===== src/design/tlclm_ram.sv =====
// generic single write port ram with registered read
`timescale 1ns / 1ps
module tlclm_ram #(
    parameter int WIDTH = 8,
    parameter int DEPTH = 4
) (
    input  logic                                 aclk,
    input  logic                                 we,
    input  logic [(DEPTH > 1 ? $clog2(DEPTH) : 1)-1:0] waddr,
    input  logic [WIDTH-1:0]                     wdata,
    input  logic                                 re,
    input  logic [(DEPTH > 1 ? $clog2(DEPTH) : 1)-1:0] raddr,
    output logic [WIDTH-1:0]                     rdata
);
    logic [WIDTH-1:0] mem [DEPTH];

    always_ff @(posedge aclk) begin
        if (we) begin
            mem[waddr] <= wdata;
        end
        if (re) begin
            rdata <= mem[raddr];
        end
    end
endmodule


===== config.mk =====
export PLATFORM = sky130hd
export DESIGN_NAME = tlclm_ram
export DESIGN_NICKNAME = d
export VERILOG_FILES = /design/src/design/tlclm_ram.sv
export SDC_FILE = /design/constraint.sdc
export NUM_CORES = 1
export LEC_CHECK = 0
export BUFFER_PORTS_ARGS = -buffer_cell sky130_fd_sc_hd__buf_2
export CORE_AREA = 2 2 83 45
export CTS_BUF_LIST = sky130_fd_sc_hd__clkbuf_8
export CTS_CLUSTER_DIAMETER = 100
export DETAILED_ROUTE_END_ITERATION = 8
export DIE_AREA = 0 0 85 47
export HOLD_SLACK_MARGIN = 0.02
export MAX_ROUTING_LAYER = met4
export PLACE_DENSITY = 0.71
export SLEW_MARGIN = 0
export SYNTH_ARGS = -nofsm -noshare
export SYNTH_HDL_FRONTEND = slang
export SYNTH_SLANG_ARGS = --single-unit

===== constraint.sdc =====
create_clock -name aclk -period 2.46 [get_ports aclk]
set_input_delay 0.123 -clock aclk [delete_from_list [all_inputs] [get_ports aclk]]
set_output_delay 0.123 -clock aclk [all_outputs]
set_load 0.02 [all_outputs]

==> results of run 1 <==
-- power by group through the flow --
| stage | clock, W | combinational (W) | sequential, W |
|---|---|---|---|
| after floorplan | 0 | 0.0000351 | 0.000827 |
| after global placement | 0 | 0.0000804 | 0.000814 |
| after detailed placement | 0 | 0.0000836 | 0.000816 |
| after CTS | 0.000416 | 0.0000837 | 0.000801 |
| after global routing | 0.000447 | 0.0000889 | 0.000803 |
| final | 0.000404 | 0.0000821 | 0.000800 |
-- cell families (layout without fill, tap and decap cells) --
| family | after synthesis | count (layout) |
|---|---|---|
| buf+inv | 2 | 31 |
| mux | 8 | 8 |
| simple gates | 4 | 4 |
| flops | 40 | 40 |
-- routing by layer --
| layer | global-route usage, % | routed length [um] | vias to the layer above |
|---|---|---|---|
| met1 | 14.5 | 975 | 320 |
| met3 | 6.33 | 157 | 2 |
| met4 | 6.67 | 19 | 0 |
| met2 | 20.9 | 1020 | 23 |
| li1 | - | - | 286 |
| met5 | - | 0 | - |
-- flip-flops by register name, summed over array words and instances (netlist names) --
register,cells
mem,32
rdata,8
-- worst min-delay path by stage --
stage	start	endpoint	cells after the start
after floorplan	wdata[0]	mem[0][0]$_DFFE_PP_	0
after global placement	wdata[5]	mem[2][5]$_DFFE_PP_	1
after detailed placement	wdata[7]	mem[1][7]$_DFFE_PP_	1
after CTS	wdata[4]	mem[0][4]$_DFFE_PP_	1
after global routing	wdata[1]	mem[1][1]$_DFFE_PP_	1
final	wdata[7]	mem[2][7]$_DFFE_PP_	1
-- through the flow --
stage / hold slack, ns / cell area [um^2] / util [%] / setup WS (ns) / power (W)
floorplan: 0.222 / 1430 / - / 1.27 / 0.000862
global placement: 0.331 / 1580 / 48.2 / 1.25 / 0.000894
detailed placement: 0.344 / 1580 / 48.2 / 1.24 / 0.000899
CTS: 0.0378 / 1670 / 50.7 / 1.36 / 0.00130
global route: 0.0328 / 1670 / 50.7 / 1.34 / 0.00134
finish: 0.0484 / 1670 / 50.7 / 1.36 / 0.00129
-- cell type report --
cell class | count | area share [%]
Sequential cell | 40 | 72.1
Timing Repair Buffer | 23 | 7.06
Tap cell | 42 | 3.15
Clock buffer | 5 | 4.13
Clock inverter | 3 | 0.901
Multi-Input combinational cell | 12 | 12.7
-- cells in the final DEF (no fill, tap or decap), drive strengths merged --
| cell type | instances |
|---|---|
| and3 | 1 |
| clkinvlp | 1 |
| mux4 | 8 |
| nor3b | 1 |
| and3b | 2 |
| buf | 23 |
| inv | 1 |
| clkbuf | 5 |
| edfxtp | 40 |
| clkinv | 1 |
-- Yosys cell counts, drive strengths merged --
| cell type | count |
|---|---|
| and3b | 2 |
| edfxtp | 40 |
| nor3b | 1 |
| buf | 1 |
| mux4 | 8 |
| and3 | 1 |
| clkbuf | 1 |
==> impl_metrics.env, run 1 <==
export IMPL_rr_endpoint="rdata[3]$_DFFE_PP_"
export IMPL_cp_required_ns=2.48
export IMPL_rsz0062_at_grt="no"
export IMPL_area_growth_pct=16.6
export IMPL_die_w_um=85
export IMPL_final_nets=97
export IMPL_multi_input_area_um2=211
export IMPL_critPathKind="reg2reg"
export IMPL_pwr_share_comb_pct=6.4
export IMPL_htreeDepth=2
export IMPL_synthAdderAreaFrac_pct=0
export IMPL_worst_path_max_delay_cell="mux4_2"
export IMPL_crit_family="multiplexers"
export IMPL_setup_tns_ns=0
export IMPL_drv_cap=0
export IMPL_clkPwrFrac_pct=31.4
export IMPL_die_y_um=47
export IMPL_antenna_cells=0
export IMPL_seqCellArea_mm2=0.00120
export IMPL_boundaryPins=23
export IMPL_finalHoldViolCount=0
export IMPL_synth_cell_types=7
export IMPL_p_seq_share_pct=62.2
export IMPL_p_switching_w=0.000266
export IMPL_synthSimpleGateAreaFrac_pct=2.19
export IMPL_wl_per_cell_um=17.4
export IMPL_timing_fmax_mhz=912
export IMPL_synth_avg_cell_area_um2=26.5
export IMPL_worstReg2RegStart="mem[2][3]$_DFFE_PP_"
export IMPL_cellLeakagePower_nw=0.579
export IMPL_peakVddDrop_mv=0.331
export IMPL_crit_end="rdata[3]$_DFFE_PP_"
export IMPL_worstPathMaxFanout=1
export IMPL_start_util_pct=43.5
export IMPL_finalCriticalPeriod_ns=1.10
export IMPL_synthTopCellsByArea="edfxtp_1, mux4_2, and3b_1, buf_6, nor3b_1"
export IMPL_dp_cells=117
export IMPL_cts_made_buffers=5
export IMPL_fp_row_count=15
export IMPL_antenna_found_initial=0
export IMPL_drive_gt1_share_pct=44.6
export IMPL_synthMuxAreaShare_pct=12.6
export IMPL_nFillCells=268
export IMPL_grt_pass1_wl_um=3320
export IMPL_swShare_pct=20.7
export IMPL_port_buffers=22
export IMPL_vias=631
export IMPL_cts_buffer_depth=2
export IMPL_insertion_delay_ns=0.29
export IMPL_worst_pin_slew_ns=0.440
export IMPL_cp_data_arrival_time_ns=1.12
export IMPL_finalMaxSlewViolations=0
export IMPL_cts_repair_resized=0
export IMPL_gp_congestion=0.655
export IMPL_postCtsSetupRepairBufs=0
export IMPL_synth_top_family_by_area="multiplexers"
export IMPL_syn_cell_area_mm2=0.00143
export IMPL_yosys_area_top_type="edfxtp_1"
export IMPL_avgViaCountPerCell=5.05
export IMPL_ys_ff_latch=40
export IMPL_synth_compound_area_share_pct=0
export IMPL_worstHoldPathType="in2reg"
export IMPL_drt_iter0_markers=30
export IMPL_startpoint="mem[2][3]$_DFFE_PP_"
export IMPL_synth_fp_nets=69
export IMPL_die_area_mm2=0.00400
export IMPL_final_cells=125
export IMPL_cp_depth=1
export IMPL_critPathCaptureType="flop"
export IMPL_cp_num_buf_inv=0
export IMPL_slew_limit_headroom_pct=70.7
export IMPL_track_usage_pct=13.2
export IMPL_critical_path_max_stage_delay_ns=0.46
export IMPL_finalWirelength_um=2170
export IMPL_finalClockSkew_ns=0.00713
export IMPL_cts_clk_slew_worst_paths_ns=0.07
export IMPL_drt_pass1_iterations=4
export IMPL_internal_power_w=0.00102
export IMPL_grt_max_degree=13
export IMPL_setup_viol=0
export IMPL_core_mm2=0.00328
export IMPL_synth_xor_area_share_pct=0
export IMPL_syn_inst=54
export IMPL_drtAntennaViolNets=0
export IMPL_cellPowerDensity_mw_per_mm2=771
export IMPL_synth_top_cell_area_share_pct=84.1
export IMPL_cts_root_buf="clkbuf_8"
export IMPL_drc=0
export IMPL_tritoncts="yes"
export IMPL_grt_ovfl_total=0
export IMPL_cts_hold_buffers=0
export IMPL_reg2regPathDepth=1
export IMPL_cts_sinks=40
export IMPL_yosysWarnings=0
export IMPL_grt_pass1_vias=664
export IMPL_startpoint_type="flop"
export IMPL_crit_chain="mux4_2"
export IMPL_fin_crit_sh_pct=44.6
export IMPL_yosysSeqAreaShare_pct=84.1
export IMPL_r2r_slack_ns=1.36
export IMPL_status="complete, no violations"
No activity file was read; power rests on OpenSTA's default activity.
==> inputs of run 2 (changes only) <==
--- a/config.mk
+++ b/config.mk
@@ -5,15 +5,16 @@
 export SDC_FILE = /design/constraint.sdc
 export NUM_CORES = 1
 export LEC_CHECK = 0
+export ABC_AREA = 1
 export BUFFER_PORTS_ARGS = -buffer_cell sky130_fd_sc_hd__buf_2
-export CORE_AREA = 2 2 83 45
+export CORE_AREA = 2 2 89 48
 export CTS_BUF_LIST = sky130_fd_sc_hd__clkbuf_8
 export CTS_CLUSTER_DIAMETER = 100
 export DETAILED_ROUTE_END_ITERATION = 8
-export DIE_AREA = 0 0 85 47
+export DIE_AREA = 0 0 91 50
 export HOLD_SLACK_MARGIN = 0.02
 export MAX_ROUTING_LAYER = met4
-export PLACE_DENSITY = 0.71
+export PLACE_DENSITY = 0.69
 export SLEW_MARGIN = 0
 export SYNTH_ARGS = -nofsm -noshare
 export SYNTH_HDL_FRONTEND = slang
==> constraint.sdc (replaced) <==
create_clock -name aclk -period 1.08 [get_ports aclk]
set_input_delay 0.054 -clock aclk [delete_from_list [all_inputs] [get_ports aclk]]
set_output_delay 0.054 -clock aclk [all_outputs]
set_load 0.02 [all_outputs]
==> run 2 against run 1 <==
  * Worst setup slack worse by 1.2 ns
  * Clock skew is 0.0050 ns lower
  * Non-clock buffer count increased by 11
  * Fmax increased by 19%
  * Area after synthesis increased by 14%
  * Sequential cell count is the same
  * Combinational power rose to 3.3 times the previous value
  * Critical path type unchanged
  * Clock-buffer cell count stayed put
  * Total power grew 130%
  * Clock power is 120% higher
  * First-iteration DRC count up 130%
==> impl_metrics.env, run 2 <==
export IMPL_status="complete, no violations"
export IMPL_drive_gt1_share_pct=20.1
export IMPL_yosysSeqAreaShare_pct=73.8
export IMPL_antenna_cells=0
export IMPL_largest_reg_flops=32
export IMPL_worst_pin_slew_ns=0.302
export IMPL_largest_register="mem"
export IMPL_htreeDepth=2
export IMPL_timing_fmax_mhz=1090
export IMPL_reg2regPathDepth=4
export IMPL_dp_cells=217
export IMPL_die_y_um=50
export IMPL_grt_pass1_vias=928
export IMPL_ys_async_sr_fraction_pct=0
export IMPL_core_mm2=0.00376
export IMPL_cts_hold_buffers=8
export IMPL_worstReg2RegStart="mem[3][1]$_DFFE_PP_"
export IMPL_finalCriticalPeriod_ns=0.920
export IMPL_fp_row_count=16
export IMPL_syn_cell_area_mm2=0.00163
export IMPL_ys_flop_type="edfxtp_1"
export IMPL_vias=1023
export IMPL_drt_iter0_markers=70
export IMPL_finalHoldViolCount=0
export IMPL_synth_fp_nets=156
export IMPL_yosys_area_top_type="edfxtp_1"
export IMPL_synth_cell_types=9
export IMPL_cts_buffer_depth=2
export IMPL_start_util_pct=43.3
export IMPL_grt_max_degree=18
export IMPL_cellLeakagePower_nw=0.897
export IMPL_setup_viol=0
export IMPL_grt_pass1_wl_um=4600
export IMPL_drt_pass1_iterations=5
export IMPL_cellPowerDensity_mw_per_mm2=1520
export IMPL_synthTopCellsByArea="edfxtp_1, nand2_1, inv_1, nand3_1, buf_6"
export IMPL_finalWirelength_um=2960
export IMPL_yosysWarnings=0
export IMPL_boundaryPins=23
export IMPL_peakVddDrop_mv=0.595
export IMPL_final_util_pct=52.4
export IMPL_synth_top_cell_area_share_pct=73.8
export IMPL_die_area_mm2=0.00455
export IMPL_area_growth_pct=21.2
export IMPL_cts_repair_resized=0
export IMPL_finalMaxSlewViolations=0
export IMPL_insertion_delay_ns=0.28
export IMPL_whs_path_depth=1
export IMPL_cts_made_buffers=5
export IMPL_largest_registers="mem: 32 flops, rdata: 8 flops"
export IMPL_r2r_slack_ns=0.16
export IMPL_cts_clk_slew_worst_paths_ns=0.07
export IMPL_rr_endpoint="rdata[1]$_DFFE_PP_"
export IMPL_wl_per_cell_um=12.7
export IMPL_placed_area_mm2=0.00181
export IMPL_drtAntennaViolNets=0
export IMPL_hpwl_um=2040
export IMPL_postCtsSetupRepairBufs=0
export IMPL_ys_ff_latch=40
export IMPL_drc=0
export IMPL_synth_edf_count=40
export IMPL_cp_data_arrival_time_ns=0.95
export IMPL_worstHoldPathType="in2reg"
export IMPL_cts_sinks=40
export IMPL_crit_end="rdata[1]$_DFFE_PP_"
export IMPL_gp_congestion=0.802
export IMPL_finalClockSkew_ns=0.00211
export IMPL_syn_inst=141
export IMPL_track_usage_pct=14.2
export IMPL_startpoint="mem[3][1]$_DFFE_PP_"
export IMPL_die_w_um=91
export IMPL_stdcell_area_mm2=0.00197
export IMPL_slew_limit_headroom_pct=79.9
export IMPL_most_common_layout_cells="nand2_1, edfxtp_1, inv_1, buf_2, nand3_1"
export IMPL_finalWorstSetupSlack_ns=0.160
export IMPL_fin_crit_sh_pct=85.1
export IMPL_rsz0062_at_grt="no"
export IMPL_grt_ovfl_total=0
export IMPL_synth_avg_cell_area_um2=11.5
export IMPL_avgViaCountPerCell=4.39
export IMPL_final_nets=193
export IMPL_cp_required_ns=1.12
export IMPL_post_place_ws_ns=0.144
export IMPL_critPathKind="reg2reg"
export IMPL_yosys_top_cells_count="edfxtp_1, nand2_1, inv_1"
export IMPL_cts_root_buf="clkbuf_8"
export IMPL_critPathCaptureType="flop"
export IMPL_port_buffers=22
export IMPL_worstPathMaxFanout=1
export IMPL_final_cells=233
export IMPL_tritoncts="yes"
export IMPL_startpoint_type="flop"
export IMPL_antenna_found_initial=0
export IMPL_drv_cap=0
-- run 2: changes by cell type after synthesis, moves of 2 or more --
cell and delta:
and3b_1 -2, inv_1 +36, mux4_2 -8, nand2_1 +40
nand3_1 +16, nor3_1 +4
-- run 2: layout make-up --
type	instances	area, um^2
clock buffers	5	68.8
clock inverters	3	13.8
fillers	332	1790
inverters	37	141
multi-input cells	60	260
flip-flops and latches	40	1200
well taps	54	67.6
repair buffers	34	220
-- run 2: kinds of logic (layout without fill, tap and decap cells) --
kind of cell  Yosys count  in the layout  share of synthesized area, %
buf+inv                41             79                          10.8
flops                  40             40                          73.8
simple gates           60             60                          15.4
-- run 2: worst max-delay path: stages (launching register included) --
cell	delay [ns]
edfxtp_1	0.39
inv_1	0.07
nand2_1	0.05
nand3_1	0.10
nand2_1	0.07
-- run 2: how the worst min path moves through the flow --
stage,startpoint,endpoint,slack [ns]
after floorplan,wdata[0],mem[0][0]$_DFFE_PP_,0.15
after global placement,wdata[6],mem[3][6]$_DFFE_PP_,0.27
after detailed placement,wdata[2],mem[0][2]$_DFFE_PP_,0.27
after CTS,re,rdata[3]$_DFFE_PP_,0.11
after global routing,re,rdata[6]$_DFFE_PP_,0.12
final,re,rdata[2]$_DFFE_PP_,0.11
-- run 2: metrics by stage --
stage	setup TNS, ns	hold WS (ns)	total power (W)
5_1_grt	0	0.120	0.00312
3_5_place_dp	0	0.275	0.00211
6_report	0	0.112	0.00300
3_3_place_gp	0	0.265	0.00210
4_1_cts	0	0.115	0.00302
2_1_floorplan	-0.453	0.153	0.00201
-- run 2: power by group --
part	internal, W	switching, W	leakage, nW
clock	0.000438	0.000470	0.0453
sequential	0.00180	0.0000206	0.373
combinational	0.0000993	0.000171	0.479
-- run 2: layer usage --
layer,global-route usage (%),share of wire (%),up-vias
met5,-,0,-
met4,3.03,0.24,0
met3,4.74,5.9,2
met2,19.8,39,30
met1,20.4,55,473
li1,-,-,518
